--- src/sv/cor_pkg.sv ---
`default_nettype none
package cor_pkg;

  // Default field widths
  localparam int CoordBitsDef  = 12;
  localparam int RadiusBitsDef = 10;

  // Depth of the step queue between front and back (power of two)
  localparam int QueueDepth = 2;

  // Command codes carried in s_axis_tuser
  localparam logic CmdStart   = 1'b0;
  localparam logic CmdAdvance = 1'b1;

  // Last mirrored position of a step
  localparam logic [2:0] OctantLast = 3'd7;

  // Signed width of an output coordinate: wide enough for centre +/- radius
  function automatic int point_bits(input int coord_bits, input int radius_bits);
    point_bits = ((coord_bits > radius_bits) ? coord_bits : radius_bits) + 2;
  endfunction

  // Width of one queued step: cx, cy, inner, outer, last
  function automatic int step_bits(input int coord_bits, input int radius_bits);
    step_bits = 2 * coord_bits + 2 * radius_bits + 4;
  endfunction

endpackage
`default_nettype wire

--- src/sv/cor_fifo.sv ---
`default_nettype none
module cor_fifo
  import cor_pkg::*;
#(
  parameter int WIDTH = 8,
  parameter int DEPTH = QueueDepth
) (
  input  wire logic             clk_i,
  input  wire logic             rst_ni,
  input  wire logic             push_i,
  input  wire logic [WIDTH-1:0] push_data_i,
  output logic                  full_o,
  input  wire logic             pop_i,
  output logic [WIDTH-1:0]      pop_data_o,
  output logic                  empty_o
);

  localparam int Aw = (DEPTH > 1) ? $clog2(DEPTH) : 1;

  logic [WIDTH-1:0] mem_q [DEPTH];
  logic [Aw-1:0]    wr_ptr_q, wr_ptr_d;
  logic [Aw-1:0]    rd_ptr_q, rd_ptr_d;
  logic [Aw:0]      count_q, count_d;
  logic             do_push, do_pop;

  assign full_o     = (count_q == (Aw+1)'(DEPTH));
  assign empty_o    = (count_q == '0);
  assign do_push    = push_i && !full_o;
  assign do_pop     = pop_i && !empty_o;
  assign pop_data_o = mem_q[rd_ptr_q];

  // Pointer and fill count update
  always_comb begin
    wr_ptr_d = wr_ptr_q;
    rd_ptr_d = rd_ptr_q;
    count_d  = count_q;
    if (do_push) begin
      wr_ptr_d = wr_ptr_q + 1'b1;
    end
    if (do_pop) begin
      rd_ptr_d = rd_ptr_q + 1'b1;
    end
    if (do_push && !do_pop) begin
      count_d = count_q + 1'b1;
    end else if (!do_push && do_pop) begin
      count_d = count_q - 1'b1;
    end
  end

  always_ff @(posedge clk_i or negedge rst_ni) begin
    if (!rst_ni) begin
      wr_ptr_q <= '0;
      rd_ptr_q <= '0;
      count_q  <= '0;
    end else begin
      wr_ptr_q <= wr_ptr_d;
      rd_ptr_q <= rd_ptr_d;
      count_q  <= count_d;
    end
  end

  // Storage, no reset needed
  always_ff @(posedge clk_i) begin
    if (do_push) begin
      mem_q[wr_ptr_q] <= push_data_i;
    end
  end

endmodule
`default_nettype wire

--- src/sv/cor_front.sv ---
`default_nettype none
module cor_front
  import cor_pkg::*;
#(
  parameter int COORD_BITS  = CoordBitsDef,
  parameter int RADIUS_BITS = RadiusBitsDef,
  parameter int STEP_BITS   = step_bits(CoordBitsDef, RadiusBitsDef)
) (
  input  wire logic                   clk_i,
  input  wire logic                   rst_ni,
  input  wire logic                   cmd_valid_i,
  input  wire logic                   command_i,
  input  wire logic [COORD_BITS-1:0]  center_x_i,
  input  wire logic [COORD_BITS-1:0]  center_y_i,
  input  wire logic [RADIUS_BITS-1:0] radius_i,
  output logic                        step_push_o,
  output logic [STEP_BITS-1:0]        step_data_o
);

  localparam int Iw = RADIUS_BITS + 1;  // inner offset
  localparam int Ow = RADIUS_BITS + 2;  // outer offset, signed
  localparam int Dw = RADIUS_BITS + 3;  // decision, signed
  localparam int Aw = RADIUS_BITS + 4;  // working width of the step arithmetic

  logic [COORD_BITS-1:0]  cx_q, cy_q;
  logic [RADIUS_BITS-1:0] r_q;
  logic [Iw-1:0]          i_q, i_d;
  logic signed [Ow-1:0]   o_q, o_d;
  logic signed [Dw-1:0]   d_q, d_d;
  logic                   busy_q;

  logic signed [Aw-1:0] ai, ao, ad, ar, ai_n, ao_n, ad_n;
  logic                 is_start, is_step, last_step;

  assign is_start = cmd_valid_i && (command_i == CmdStart);
  assign is_step  = cmd_valid_i && (command_i == CmdAdvance) && busy_q;

  // One step of the decision update, three cases
  always_comb begin
    ai = Aw'(i_q);
    ao = Aw'(o_q);
    ad = Aw'(d_q);
    ar = Aw'(r_q);
    if (ad >= (ai + ai)) begin
      ad_n = ad - (ai + ai) - Aw'(1);
      ai_n = ai + Aw'(1);
      ao_n = ao;
    end else if (ad < ((ar - ao) + (ar - ao))) begin
      ad_n = ad + (ao + ao) - Aw'(1);
      ai_n = ai;
      ao_n = ao - Aw'(1);
    end else begin
      ad_n = ad + ((ao - ai - Aw'(1)) + (ao - ai - Aw'(1)));
      ai_n = ai + Aw'(1);
      ao_n = ao - Aw'(1);
    end
    last_step = (ao_n < ai_n);
    i_d = i_q;
    o_d = o_q;
    d_d = d_q;
    if (is_start) begin
      i_d = '0;
      o_d = Ow'(radius_i);
      d_d = Dw'(radius_i) - Dw'(1);
    end else if (is_step) begin
      i_d = ai_n[Iw-1:0];
      o_d = ao_n[Ow-1:0];
      d_d = ad_n[Dw-1:0];
    end
  end

  // Queued step: the offsets before the update, plus the final flag
  assign step_push_o = is_step;
  assign step_data_o = {last_step, o_q, i_q, cy_q, cx_q};

  always_ff @(posedge clk_i or negedge rst_ni) begin
    if (!rst_ni) begin
      cx_q   <= '0;
      cy_q   <= '0;
      r_q    <= '0;
      i_q    <= '0;
      o_q    <= '0;
      d_q    <= '0;
      busy_q <= 1'b0;
    end else begin
      i_q <= i_d;
      o_q <= o_d;
      d_q <= d_d;
      if (is_start) begin
        cx_q   <= center_x_i;
        cy_q   <= center_y_i;
        r_q    <= radius_i;
        busy_q <= 1'b1;
      end else if (is_step && last_step) begin
        busy_q <= 1'b0;
      end
    end
  end

endmodule
`default_nettype wire

--- src/sv/cor_back.sv ---
`default_nettype none
module cor_back
  import cor_pkg::*;
#(
  parameter int COORD_BITS  = CoordBitsDef,
  parameter int RADIUS_BITS = RadiusBitsDef,
  parameter int STEP_BITS   = step_bits(CoordBitsDef, RadiusBitsDef),
  parameter int POINT_BITS  = point_bits(CoordBitsDef, RadiusBitsDef)
) (
  input  wire logic                  clk_i,
  input  wire logic                  rst_ni,
  input  wire logic                  step_empty_i,
  input  wire logic [STEP_BITS-1:0]  step_data_i,
  output logic                       step_pop_o,
  output logic                       out_valid_o,
  input  wire logic                  out_ready_i,
  output logic signed [POINT_BITS-1:0] point_x_o,
  output logic signed [POINT_BITS-1:0] point_y_o,
  output logic [2:0]                 octant_o,
  output logic                       last_o
);

  localparam int Iw = RADIUS_BITS + 1;
  localparam int Ow = RADIUS_BITS + 2;

  logic [COORD_BITS-1:0] cx, cy;
  logic [Iw-1:0]         si;
  logic signed [Ow-1:0]  so;
  logic                  slast;

  logic [2:0] k_q;
  logic       out_v_q;
  logic       load;

  logic signed [POINT_BITS-1:0] pcx, pcy, pi, po, ax, ay, px, py;

  assign {slast, so, si, cy, cx} = step_data_i;

  // Mirror selection: bit0 swaps offsets, bit1 negates x, bit2 negates y
  always_comb begin
    pcx = POINT_BITS'(cx);
    pcy = POINT_BITS'(cy);
    pi  = POINT_BITS'(si);
    po  = POINT_BITS'(so);
    ax  = k_q[0] ? po : pi;
    ay  = k_q[0] ? pi : po;
    px  = k_q[1] ? (pcx - ax) : (pcx + ax);
    py  = k_q[2] ? (pcy - ay) : (pcy + ay);
  end

  // Output register loads when empty or being drained
  assign load        = !step_empty_i && (!out_v_q || out_ready_i);
  assign step_pop_o  = load && (k_q == OctantLast);
  assign out_valid_o = out_v_q;

  always_ff @(posedge clk_i or negedge rst_ni) begin
    if (!rst_ni) begin
      k_q     <= '0;
      out_v_q <= 1'b0;
    end else begin
      if (load) begin
        k_q     <= k_q + 1'b1;
        out_v_q <= 1'b1;
      end else if (out_ready_i) begin
        out_v_q <= 1'b0;
      end
    end
  end

  always_ff @(posedge clk_i) begin
    if (load) begin
      point_x_o <= px;
      point_y_o <= py;
      octant_o  <= k_q;
      last_o    <= slast && (k_q == OctantLast);
    end
  end

endmodule
`default_nettype wire

--- src/sv/circle_outline_rasterizer_top.sv ---
`default_nettype none
// Circle outline rasterizer (Andres' digital circle). A transaction with
// tuser = 0 starts a circle from the centre and radius in tdata and gives no
// output; each transaction with tuser = 1 then gives the eight mirrored
// outline points of one step, one point per cycle while the sink is ready,
// octant 0..7 in tuser and tlast on the eighth point of the final step. An
// advance with no circle in progress gives nothing. The front section does
// one decision step per cycle while the queue has room and queues it; the
// back section emits the points through a registered output. Up to two steps
// are buffered, so advances are accepted on consecutive cycles until the
// queue is full. A start does not disturb points already queued.
module circle_outline_rasterizer_top
  import cor_pkg::*;
#(
  parameter int COORD_BITS  = CoordBitsDef,
  parameter int RADIUS_BITS = RadiusBitsDef,
  localparam int PointBits  = point_bits(COORD_BITS, RADIUS_BITS),
  localparam int InBits     = ((2 * COORD_BITS + RADIUS_BITS + 7) / 8) * 8,
  localparam int OutBits    = ((2 * PointBits + 7) / 8) * 8
) (
  input  wire logic               clk_i,
  input  wire logic               rst_ni,
  input  wire logic               s_axis_tvalid,
  output logic                    s_axis_tready,
  // center_x, center_y, radius (low bits up), zero padded
  input  wire logic [InBits-1:0]  s_axis_tdata,
  // command
  input  wire logic [0:0]         s_axis_tuser,
  output logic                    m_axis_tvalid,
  input  wire logic               m_axis_tready,
  // point_x, point_y (low bits up), zero padded
  output logic [OutBits-1:0]      m_axis_tdata,
  // octant
  output logic [2:0]              m_axis_tuser,
  output logic                    m_axis_tlast
);

  localparam int StepBits = step_bits(COORD_BITS, RADIUS_BITS);

  logic                 cmd_valid, q_full, q_empty, q_push, q_pop;
  logic [StepBits-1:0]  q_wdata, q_rdata;
  logic signed [PointBits-1:0] point_x, point_y;

  assign s_axis_tready = !q_full;
  assign cmd_valid     = s_axis_tvalid && s_axis_tready;

  cor_front #(
    .COORD_BITS (COORD_BITS),
    .RADIUS_BITS(RADIUS_BITS),
    .STEP_BITS  (StepBits)
  ) u_front (
    .clk_i      (clk_i),
    .rst_ni     (rst_ni),
    .cmd_valid_i(cmd_valid),
    .command_i  (s_axis_tuser[0]),
    .center_x_i (s_axis_tdata[COORD_BITS-1:0]),
    .center_y_i (s_axis_tdata[2*COORD_BITS-1:COORD_BITS]),
    .radius_i   (s_axis_tdata[2*COORD_BITS+RADIUS_BITS-1:2*COORD_BITS]),
    .step_push_o(q_push),
    .step_data_o(q_wdata)
  );

  cor_fifo #(
    .WIDTH(StepBits),
    .DEPTH(QueueDepth)
  ) u_fifo (
    .clk_i      (clk_i),
    .rst_ni     (rst_ni),
    .push_i     (q_push),
    .push_data_i(q_wdata),
    .full_o     (q_full),
    .pop_i      (q_pop),
    .pop_data_o (q_rdata),
    .empty_o    (q_empty)
  );

  cor_back #(
    .COORD_BITS (COORD_BITS),
    .RADIUS_BITS(RADIUS_BITS),
    .STEP_BITS  (StepBits),
    .POINT_BITS (PointBits)
  ) u_back (
    .clk_i       (clk_i),
    .rst_ni      (rst_ni),
    .step_empty_i(q_empty),
    .step_data_i (q_rdata),
    .step_pop_o  (q_pop),
    .out_valid_o (m_axis_tvalid),
    .out_ready_i (m_axis_tready),
    .point_x_o   (point_x),
    .point_y_o   (point_y),
    .octant_o    (m_axis_tuser),
    .last_o      (m_axis_tlast)
  );

  assign m_axis_tdata = OutBits'({point_y, point_x});

endmodule
`default_nettype wire

--- config.mk ---
export PLATFORM = sky130hd
export DESIGN_NAME = circle_outline_rasterizer_top
export DESIGN_NICKNAME = d
export VERILOG_FILES = /design/src/sv/cor_pkg.sv /design/src/sv/cor_fifo.sv /design/src/sv/cor_front.sv /design/src/sv/cor_back.sv /design/src/sv/circle_outline_rasterizer_top.sv
export SDC_FILE = /design/constraint.sdc
export NUM_CORES = 1
export LEC_CHECK = 0
export BUFFER_PORTS_ARGS = -buffer_cell sky130_fd_sc_hd__clkbuf_2
export CORE_MARGIN = 10
export CORE_UTILIZATION = 62
export DETAILED_ROUTE_END_ITERATION = 7
export PLACE_DENSITY = 0.79
export SLEW_MARGIN = 25
export SYNTH_ARGS = -nofsm -noshare
export SYNTH_HDL_FRONTEND = slang
export SYNTH_SLANG_ARGS = --single-unit
--- constraint.sdc ---
create_clock -name clk_i -period 7.15 [get_ports clk_i]
set_input_delay 1.0725 -clock clk_i [delete_from_list [all_inputs] [get_ports clk_i]]
set_output_delay 1.0725 -clock clk_i [all_outputs]
set_load 0.01 [all_outputs]
# Word level (Yosys, flattened, before mapping)
# Memories as Yosys holds them, arrays and structs flattened.
# Cells that the tools add are included.
# totals
regBits	111
mem_bits_rw	96
in_bits	45
out_inout_bits	38
mem_count	1
# memory_table
name	words	width	read_ports	rd_clocked_by_memory_dff	write_ports	line_no	text
u_fifo.mem_q	2	48	1	0	1	cor_fifo.sv:20	logic [WIDTH-1:0] mem_q [DEPTH];
# classes
n_addsub	24
n_lt_le_gt_ge	3
eq_ne	2
mux	23
n_bitwise	1
n_reduce_logical	23
# op_table
op	count
two-way mux 14 bit	7
two-way mux 13 bit	4
adder 13 bit	3
subtractor 13 x 2 -> 13 bit (second input constant)	3
adder 13 x 14 -> 14 bit	2
subtractor 13 x 14 -> 14 bit	2
two-way mux 12 bit	2
two-way mux 11 bit	2
adder 14 bit	1
less-than comparator 13 x 14 -> 1 bit	1
less-than comparator 14 bit	1
adder 12 x 12 -> 13 bit	1
>= comparator 13 bit	1
subtractor 11 x 12 -> 13 bit	1
subtractor 12 x 12 -> 13 bit	1
subtractor 12 x 2 -> 13 bit (second input constant)	1
subtractor 13 bit	1
adder 11 x 1 -> 12 bit (second input constant)	1
adder 11 x 11 -> 12 bit	1
logical AND 1 bit	12
subtractor 10 x 1 -> 11 bit (second input constant)	1
nonzero test 2 bit	4
two-way mux 1 bit	6
logical NOT 1 bit	5
10 further kinds	12

# Depth between registers and ports, before layout
# Gate-level depths: netlist of run 1.
# logic_depth
depth_word	10
ltp_mapped	28

# Cells and area by module
# Synthesis of run 1 repeated with hierarchy kept, for this count alone.
# hier_totals
cells_unflattened	1376
hier_area_um2	13832.0
# modules_own_cells
mod	n_inst	cells_per_inst	area_per_inst_um2	seq_area_each_um2
cor_front	1	859	6815.3	1776.7
cor_fifo	1	168	3706.1	2982.9
cor_back	1	342	3266.9	1061.0
circle_outline_rasterizer_top	1	7	43.8	0.0

# Least setup slack after synthesis of run 1
# No wires, ideal clock.
# synth_timing
path_kind	reg-to-reg
startpoint	register u_front.o_q[0]
endpoint	register u_front.busy_q
setup_time_ps	119
t_arrival_ps	5935
required_time_ps	7031
slack_ps	1096
stages_incl_launch_ff	28
synth_period_minus_slack_ps	6054
path_cell_list	dfrtp_1 > ha_1 > fa_1 > nor2b_1 > o21ai_0 > a21boi_0 > o21ai_0 > a21o_1 > a21boi_0 > mux2_2 > nand2_1 > ha_1 > a21o_1 > a2111oi_0 > o22a_1 > nand2_2 > o211ai_1 > or2_2 > xnor2_1 > ha_1 > and4_1 > a2111oi_0 > and3_1 > and3_1 > o21ai_0 > nand3_1 > a21boi_1 > a21bo_2
# synth_between
elab_chain_cells	8
elab_cells_between_ends	10
cone_classes	add/sub (3); order compare (2); mux (3); reduce/logical (2)
# synth_rtl
item	line_no	text
start: declaration	cor_front.sv:28	logic signed [Ow-1:0] o_q, o_d;
start signal: assignment	cor_front.sv:82	o_q <= '0;
start signal: assignment	cor_front.sv:87	o_q <= o_d;
subtractor 11 x 12 -> 13 bit	cor_front.sv:48	end else if (ad < ((ar - ao) + (ar - ao))) begin
adder 14 bit	cor_front.sv:48	
less-than comparator 13 x 14 -> 1 bit	cor_front.sv:48	
two-way mux 14 bit	cor_front.sv:48	
two-way mux 14 bit	cor_front.sv:44	if (ad >= (ai + ai)) begin
less-than comparator 14 bit (*)	cor_front.sv:57	last_step = (ao_n < ai_n);
logical AND 1 bit (*)	cor_front.sv:94	end else if (is_step && last_step) begin
nonzero test 2 bit (no source line) (*)	-	
end signal: assignment	cor_front.sv:84	busy_q <= 1'b0;
end signal: assignment	cor_front.sv:93	busy_q <= 1'b1;
end signal: assignment	cor_front.sv:95	busy_q <= 1'b0;
end: declaration	cor_front.sv:30	logic busy_q;
# Mark *: on every way between the ends. The rest lies on a longest branch, timed or not.
# A chain may end at the register's enable or synchronous reset.

# Final worst setup path of run 1
# Same ends and word-level chain as after synthesis.

==> impl_results.rst, run 1 <==
.. list-table::
   :header-rows: 1

   * - Metric
     - Value
   * - Via count of the routed design
     - 10,100
   * - Post-synth EDFFs
     - 128
   * - Post-CTS setup buffers
     - 0
   * - Initial antenna violation count
     - 0
   * - I/O pin cnt
     - 83
   * - Most used cells in the layout excluding fill and tap cells
     - sky130_fd_sc_hd__nand2_1 (157), sky130_fd_sc_hd__edfxtp_1 (128), sky130_fd_sc_hd__ha_1 (121)
   * - Unrepaired setup endpoints after global routing
     - false
   * - Insertion delay to the later sink of the worst-skew pair
     - 510 ps
   * - Number of nets with antenna violations after detailed routing
     - 0
   * - Layout fillers
     - 1,570
   * - Num rows
     - 53
   * - CTS tree
     - done
   * - Die Height
     - 168 um
   * - Worst Setup Start Kind
     - flip-flop
   * - TritonCTS sink count
     - 207
   * - Global placer's final weighted congestion
     - 0.943
   * - DRC violation count after routing
     - 0
   * - Vias per std cell
     - 6.07
   * - Number of global-route vias before repair
     - 10,400
   * - Portion of the post-synthesis area used by sequential elements
     - 43.1%
   * - Global router's overall resource usage
     - 21.8%
   * - Die X-Extent
     - 168 um
   * - Unique cell type count in the Yosys netlist
     - 79
   * - Die Area
     - 28,100 um2
   * - Worst stage delay on the critical path
     - 440 ps
   * - Overall overflow remaining after global route
     - 0
   * - First drt pass iteration count
     - 7
   * - Critical-path top delay cell
     - sky130_fd_sc_hd__a2111oi_0
   * - First-iteration detailed-routing DRC count
     - 652
   * - Worst min-delay path category
     - reg2reg
   * - Worst Path Class, Setup
     - reg2reg
   * - Clock root cell
     - sky130_fd_sc_hd__clkbuf_16
   * - Worst slew pin tran
     - 789 ps
   * - Max clock buf depth
     - 3
   * - Final clock skew
     - 11.4 ps
   * - Number of nets in the layout
     - 1,553
   * - Final Hold Viols
     - 0
   * - Number of buffers added by the clock tree synthesis step
     - 21
   * - Average wire per cell in the routed design
     - 18.7 um
   * - Post-synthesis instance area
     - 13,500 um2
   * - Run status
     - finished clean
   * - Number of antenna repair diodes
     - 0
   * - Global-route wire length before repair
     - 51.2 mm
   * - Primary FF master, synth
     - sky130_fd_sc_hd__edfxtp_1
   * - Most frequent standard cell in the layout excluding fill and tap cells
     - sky130_fd_sc_hd__nand2_1
   * - Initial Util
     - 63.6%
   * - Max transition margin
     - 47.4%
   * - Port-buffer cells
     - 72
   * - Final Slew Violations
     - 0
   * - CTS clock-pin slew for the worst setup and hold paths
     - 60 ps
   * - CP Data Required Time
     - 7540 ps
   * - Total Neg Setup Slack
     - 0 ps
   * - Fraction of registers with async set or reset after synthesis
     - 38.2%
   * - Clock period minus final worst setup slack
     - 6540 ps
   * - Finish-stage setup viols
     - 0
   * - Share of cells above drive strength 1
     - 13.8%
   * - Number of max-cap violations
     - 0
   * - Clock H-tree levels
     - 1
   * - Yosys Warn Count
     - 0
   * - Routed wire length
     - 31.3 mm
   * - Area overhead of the layout relative to synthesis
     - 10.0%
   * - Total core area
     - 21,200 um2
   * - Fmax
     - 0.153 GHz
   * - Pin count of the biggest net entering global routing
     - 50
   * - Post-DP HPWL
     - 23.0 mm
   * - Register bit total from synthesis
     - 207
   * - Worst Path Arrival
     - 6930 ps
   * - Post-CTS Resized
     - 0
   * - Biggest fanout along the worst timing path
     - 7
   * - Hold-fix buffer count after cts
     - 0
   * - Number of instances in the synthesized netlist
     - 1,302
   * - Endpoint class of the critical path
     - flip-flop
   * - Average instance area after synthesis
     - 10.4 um2
   * - Final period util
     - 91.4%
==> cells by family (layout without fill, tap and decap cells) <==
| logic type | count (synthesis) | in the layout | share of synthesized area (%) |
|---|---|---|---|
| buf+inv | 135 | 225 | 4.07 |
| mux | 60 | 60 | 6.68 |
| fa+ha+maj | 128 | 128 | 12.3 |
| simple gates | 373 | 373 | 12.9 |
| compound gates | 278 | 278 | 13.1 |
| flops | 207 | 207 | 43.1 |
| xor+xnor | 120 | 120 | 7.79 |
| other cells | 1 | 4 | 0.0278 |
==> worst paths after layout <==
check	endpoint	from	slack (ps)	cells after the start
worst max-delay path	u_front.busy_q	u_front.o_q[0]	610	29
worst min-delay path	u_fifo.mem_q[1][16]	u_front.cy_q[4]	470	0
worst max register to register	u_front.busy_q	u_front.o_q[0]	610	29
worst min register to register	u_fifo.mem_q[1][16]	u_front.cy_q[4]	470	0
max in group asynchronous	u_fifo.rd_ptr_q	rst_ni	5540	2
min in group asynchronous	u_front.d_q[1]	rst_ni	580	1
==> final cells by class <==
type | instances | area (um2) | area share, %
Multi-Input combinational cell | 963 | 7170 | 48.2
Sequential cell | 207 | 5820 | 39.2
Clock buffer | 27 | 558 | 3.76
Timing Repair Buffer | 90 | 498 | 3.35
Inverter | 97 | 364 | 2.45
Tap cell | 275 | 344 | 2.32
Clock inverter | 11 | 100 | 0.674
==> stage by stage <==
step                setup slack (ps)  area (um2)  utilization [%]  hold slack [ps]  std cells
finish                           613       14900             70.0              467       1670
detailed placement               656       14200             66.9              454       1632
CTS                              545       14900             70.0              469       1670
global placement                 779       14200             66.9              447       1632
global route                     103       14900             70.0              479       1670
floorplan                       1100       13500                -              440       1305
==> sequential cells by signal, summed over array words and instances (netlist names), 10 cells and up <==
register	cells
u_front.o_q	12
u_back.point_y_o	14
u_front.d_q	13
u_front.cx_q	12
u_fifo.mem_q	96
u_back.point_x_o	14
u_front.i_q	11
u_front.cy_q	12
u_front.r_q	10
==> worst max-delay path, delay by kind of cell, from the launching register on <==
family,cells,cell delay (ps)
buffers and inverters,2,370
DFF,1,380
AOI/OAI and AO/OA,13,2940
xor gates and xnor gates,1,120
adders and majority gates,4,1170
muxes,1,370
and+or+nand+nor,8,1050
==> Yosys cell counts (6+ instances only) <==
master | n | area share (%)
sky130_fd_sc_hd__o21ai_0 | 60 | 2.2
sky130_fd_sc_hd__xnor2_1 | 90 | 5.8
sky130_fd_sc_hd__a211oi_1 | 10 | 0.56
sky130_fd_sc_hd__nor3_1 | 25 | 0.93
sky130_fd_sc_hd__a21oi_1 | 83 | 3.1
sky130_fd_sc_hd__o21a_1 | 9 | 0.50
sky130_fd_sc_hd__fa_1 | 7 | 1.0
sky130_fd_sc_hd__edfxtp_1 | 128 | 28
sky130_fd_sc_hd__nand2b_1 | 7 | 0.32
sky130_fd_sc_hd__nor4_1 | 6 | 0.28
sky130_fd_sc_hd__mux2_2 | 26 | 2.2
sky130_fd_sc_hd__ha_1 | 121 | 11
sky130_fd_sc_hd__o22ai_1 | 7 | 0.32
sky130_fd_sc_hd__inv_1 | 97 | 2.7
sky130_fd_sc_hd__or2_2 | 7 | 0.32
sky130_fd_sc_hd__nand4_1 | 9 | 0.42
sky130_fd_sc_hd__xor2_1 | 30 | 1.9
sky130_fd_sc_hd__a21o_1 | 21 | 1.2
sky130_fd_sc_hd__clkbuf_1 | 26 | 0.72
sky130_fd_sc_hd__nor2_1 | 78 | 2.2
sky130_fd_sc_hd__a31oi_1 | 16 | 0.74
sky130_fd_sc_hd__or3_1 | 7 | 0.32
sky130_fd_sc_hd__o211ai_1 | 12 | 0.67
sky130_fd_sc_hd__mux2i_1 | 14 | 1.0
sky130_fd_sc_hd__nor2b_1 | 14 | 0.65
sky130_fd_sc_hd__dfrtp_1 | 79 | 15
sky130_fd_sc_hd__nand3_1 | 30 | 1.1
sky130_fd_sc_hd__mux4_2 | 15 | 2.5
sky130_fd_sc_hd__nand2_1 | 157 | 4.4
sky130_fd_sc_hd__and3_1 | 10 | 0.46
==> per-layer routing <==
layer | global-route usage (%) | share of wire [%]
met1 | 26.5 | 41
met2 | 38.5 | 50
met3 | 3.04 | 5.8
met4 | 8.36 | 3.1
met5 | 0 | 0
Power of run 1 is left out: the tool's default activity adds up to more than one toggle a clock period on the data nets, which glitch-free logic cannot reach.
==> run 2, diff against run 1 <==
GPL_ROUTABILITY_DRIVEN = 0   (was default)
GPL_TIMING_DRIVEN = 0   (was default)
==> impl_results.rst, run 2 (synthesized netlist as in run 1, its figures left out) <==
.. list-table::
   :header-rows: 1

   * - Metric
     - Value
   * - Run status
     - finished clean
   * - Overall overflow remaining after global route
     - 0 (unchanged)
   * - DRC violation count after routing
     - 0 (unchanged)
   * - Post-DP HPWL
     - 25.3 mm (+9.7%)
   * - Clock H-tree levels
     - 1 (unchanged)
   * - Via count of the routed design
     - 10,300 (+1.9%)
   * - Clock root cell
     - sky130_fd_sc_hd__clkbuf_16
   * - Routed wire length
     - 33.9 mm (+8.1%)
   * - CTS tree
     - done
   * - Number of nets in the layout
     - 1,579 (+1.7%)
   * - Final Hold Viols
     - 0 (unchanged)
   * - Share of cells above drive strength 1
     - 13.8% (-0.052 points)
   * - CP Data Required Time
     - 7540 ps (about the same)
   * - TritonCTS sink count
     - 207 (unchanged)
   * - Biggest fanout along the worst timing path
     - 10 (+3)
   * - Vias per std cell
     - 6.09 (+0.27%)
   * - Die Height
     - 168 um (unchanged)
   * - Global-route wire length before repair
     - 53.6 mm (+4.6%)
   * - CTS clock-pin slew for the worst setup and hold paths
     - 60 ps (about the same)
   * - Hold WS
     - 467 ps (-0.550 ps)
   * - Worst slew pin tran
     - 1070 ps (+285 ps)
   * - Hold-fix buffer count after cts
     - 0 (unchanged)
   * - Num rows
     - 53 (unchanged)
   * - Number of max-cap violations
     - 0 (unchanged)
   * - Number of antenna repair diodes
     - 0 (unchanged)
   * - Initial Util
     - 63.6% (unchanged)
   * - Global router's overall resource usage
     - 23.4% (+1.5 points)
   * - Flip-flop count of the largest register, all copies and words added
     - 96 (unchanged)
   * - Unrepaired setup endpoints after global routing
     - false
   * - Final period util
     - 96.4% (+5.0 points)
   * - Total core area
     - 21,200 um2 (unchanged)
   * - Worst min-delay path category
     - reg2reg
   * - Max clock buf depth
     - 3 (unchanged)
   * - Fmax
     - 0.145 GHz (-5.2%)
   * - Count of cells along the worst register-to-register path
     - 26 (-10%)
   * - Finish-stage setup viols
     - 0 (unchanged)
   * - Insertion delay to the later sink of the worst-skew pair
     - 510 ps (about the same)
   * - Number of global-route vias before repair
     - 10,400 (+0.16%)
   * - Area overhead of the layout relative to synthesis
     - 11.9%
   * - Final clock skew
     - 13.6 ps (+2.26 ps)
   * - Average wire per cell in the routed design
     - 20.0 um (+6.4%)
   * - Biggest registers after layout
     - u_fifo.mem_q (96), u_back.point_x_o (14), u_back.point_y_o (14)
   * - Port-buffer cells
     - 72 (unchanged)
   * - Number of nets with antenna violations after detailed routing
     - 0 (unchanged)
   * - Die Area
     - 28,100 um2 (unchanged)
   * - Worst Setup Start Kind
     - flip-flop
   * - Number of buffers added by the clock tree synthesis step
     - 22 (+4.8%)
   * - Clock period minus final worst setup slack
     - 6890 ps (+355 ps)
   * - Die X-Extent
     - 168 um (unchanged)
   * - First drt pass iteration count
     - 5 (-2)
   * - Most used cells in the layout excluding fill and tap cells
     - sky130_fd_sc_hd__nand2_1 (157), sky130_fd_sc_hd__edfxtp_1 (128), sky130_fd_sc_hd__ha_1 (121)
   * - I/O pin cnt
     - 83 (unchanged)
   * - First-iteration detailed-routing DRC count
     - 869 (+33%)
   * - Pin count of the biggest net entering global routing
     - 80 (+60%)
   * - Most frequent standard cell in the layout excluding fill and tap cells
     - sky130_fd_sc_hd__nand2_1
   * - Depth of the worst hold-timing path
     - 0 (unchanged)
   * - Worst Path Arrival
     - 7280 ps (+350 ps)
   * - Worst Path Class, Setup
     - reg2reg
   * - Final Core Density
     - 71.2% (+1.2 points)
   * - Initial antenna violation count
     - 0 (unchanged)
   * - Endpoint class of the critical path
     - flip-flop
   * - Max transition margin
     - 28.1% (-19 points)
   * - Register with the most flip-flops
     - u_fifo.mem_q
   * - Final Slew Violations
     - 0 (unchanged)
## run 2: cell types whose count changed in the layout (fill, tap and decap cells not counted), moves of 3 or more
| cell | change |
|---|---|
| sky130_fd_sc_hd__clkbuf_16 | +3 |
| sky130_fd_sc_hd__buf_6 | +3 |
| sky130_fd_sc_hd__clkbuf_8 | +3 |
| sky130_fd_sc_hd__buf_16 | +3 |
| sky130_fd_sc_hd__buf_4 | -14 |
| sky130_fd_sc_hd__buf_2 | +4 |
| sky130_fd_sc_hd__clkbuf_1 | +23 |
## run 2: path summary, 6_finish.rpt
path	startpoint	to	slack, ps
max in group asynchronous	rst_ni	u_back.out_valid_o	6190
worst min-delay path	u_front.cy_q[4]	u_fifo.mem_q[1][16]	470
worst max-delay path	u_front.o_q[0]	u_front.busy_q	260
worst min register to register	u_front.cy_q[4]	u_fifo.mem_q[1][16]	470
worst max register to register	u_front.o_q[0]	u_front.busy_q	260
min in group asynchronous	rst_ni	u_front.d_q[2]	610
## run 2: through the flow
stage | setup TNS [ps] | cell area (um2) | instances | setup WS [ps]
4_1_cts | 0 | 15100 | 1697 | 73.0
5_1_grt | 0 | 15100 | 1697 | 22.2
6_report | 0 | 15100 | 1697 | 258
3_5_place_dp | -1290 | 14300 | 1656 | -513
3_3_place_gp | -966 | 14200 | 1652 | -409
2_1_floorplan | 0 | 13500 | 1305 | 1100
## run 2: what timing repair did
action	in CTS	in global routing
pin swaps	1	0
buffers inserted	1	0
setup endpoints to repair	3	3
hold endpoints to repair	0	0
gates resized for setup	4	4
## run 2: layout make-up
class | count | area, um2
Buffer | 38 | 185
Clock buffer | 29 | 649
Clock inverter | 11 | 86.3
Fill cell | 1551 | 6120
Inverter | 97 | 364
Multi-Input combinational cell | 963 | 7180
Sequential cell | 207 | 5820
Tap cell | 275 | 344
Timing Repair Buffer | 77 | 479
## run 2: critical path, cell delays in order (launching register included)
cell and delay [ps]:
sky130_fd_sc_hd__dfrtp_1 500, sky130_fd_sc_hd__ha_1 280, sky130_fd_sc_hd__fa_1 400, sky130_fd_sc_hd__nor2b_1 110, sky130_fd_sc_hd__o21ai_0 130, sky130_fd_sc_hd__a21boi_1 360, sky130_fd_sc_hd__o21ai_0 200, sky130_fd_sc_hd__a21o_1 230
sky130_fd_sc_hd__a21boi_1 230, sky130_fd_sc_hd__mux2_2 370, sky130_fd_sc_hd__nand2_1 70, sky130_fd_sc_hd__ha_1 240, sky130_fd_sc_hd__a21o_1 180, sky130_fd_sc_hd__a2111oi_0 420, sky130_fd_sc_hd__o22a_2 320, sky130_fd_sc_hd__nand2_2 220
sky130_fd_sc_hd__o2111a_1 440, sky130_fd_sc_hd__xnor2_1 180, sky130_fd_sc_hd__ha_1 310, sky130_fd_sc_hd__a21o_1 170, sky130_fd_sc_hd__a2111oi_2 470, sky130_fd_sc_hd__and3_1 210, sky130_fd_sc_hd__and3_1 150, sky130_fd_sc_hd__o21ai_0 70
sky130_fd_sc_hd__nand3_1 150, sky130_fd_sc_hd__a21boi_1 120, sky130_fd_sc_hd__a21bo_2 220
## run 2: routing by layer
metal  GRT usage (%)  up-vias  routed length (um)
li1                -     4910                   -
met1            27.4     4912               13200
met2            41.3      413               16900
met3            3.16       99                2150
met4            11.1        0                1570
met5               0        -                   0
Power of run 2 is left out for the same reason.
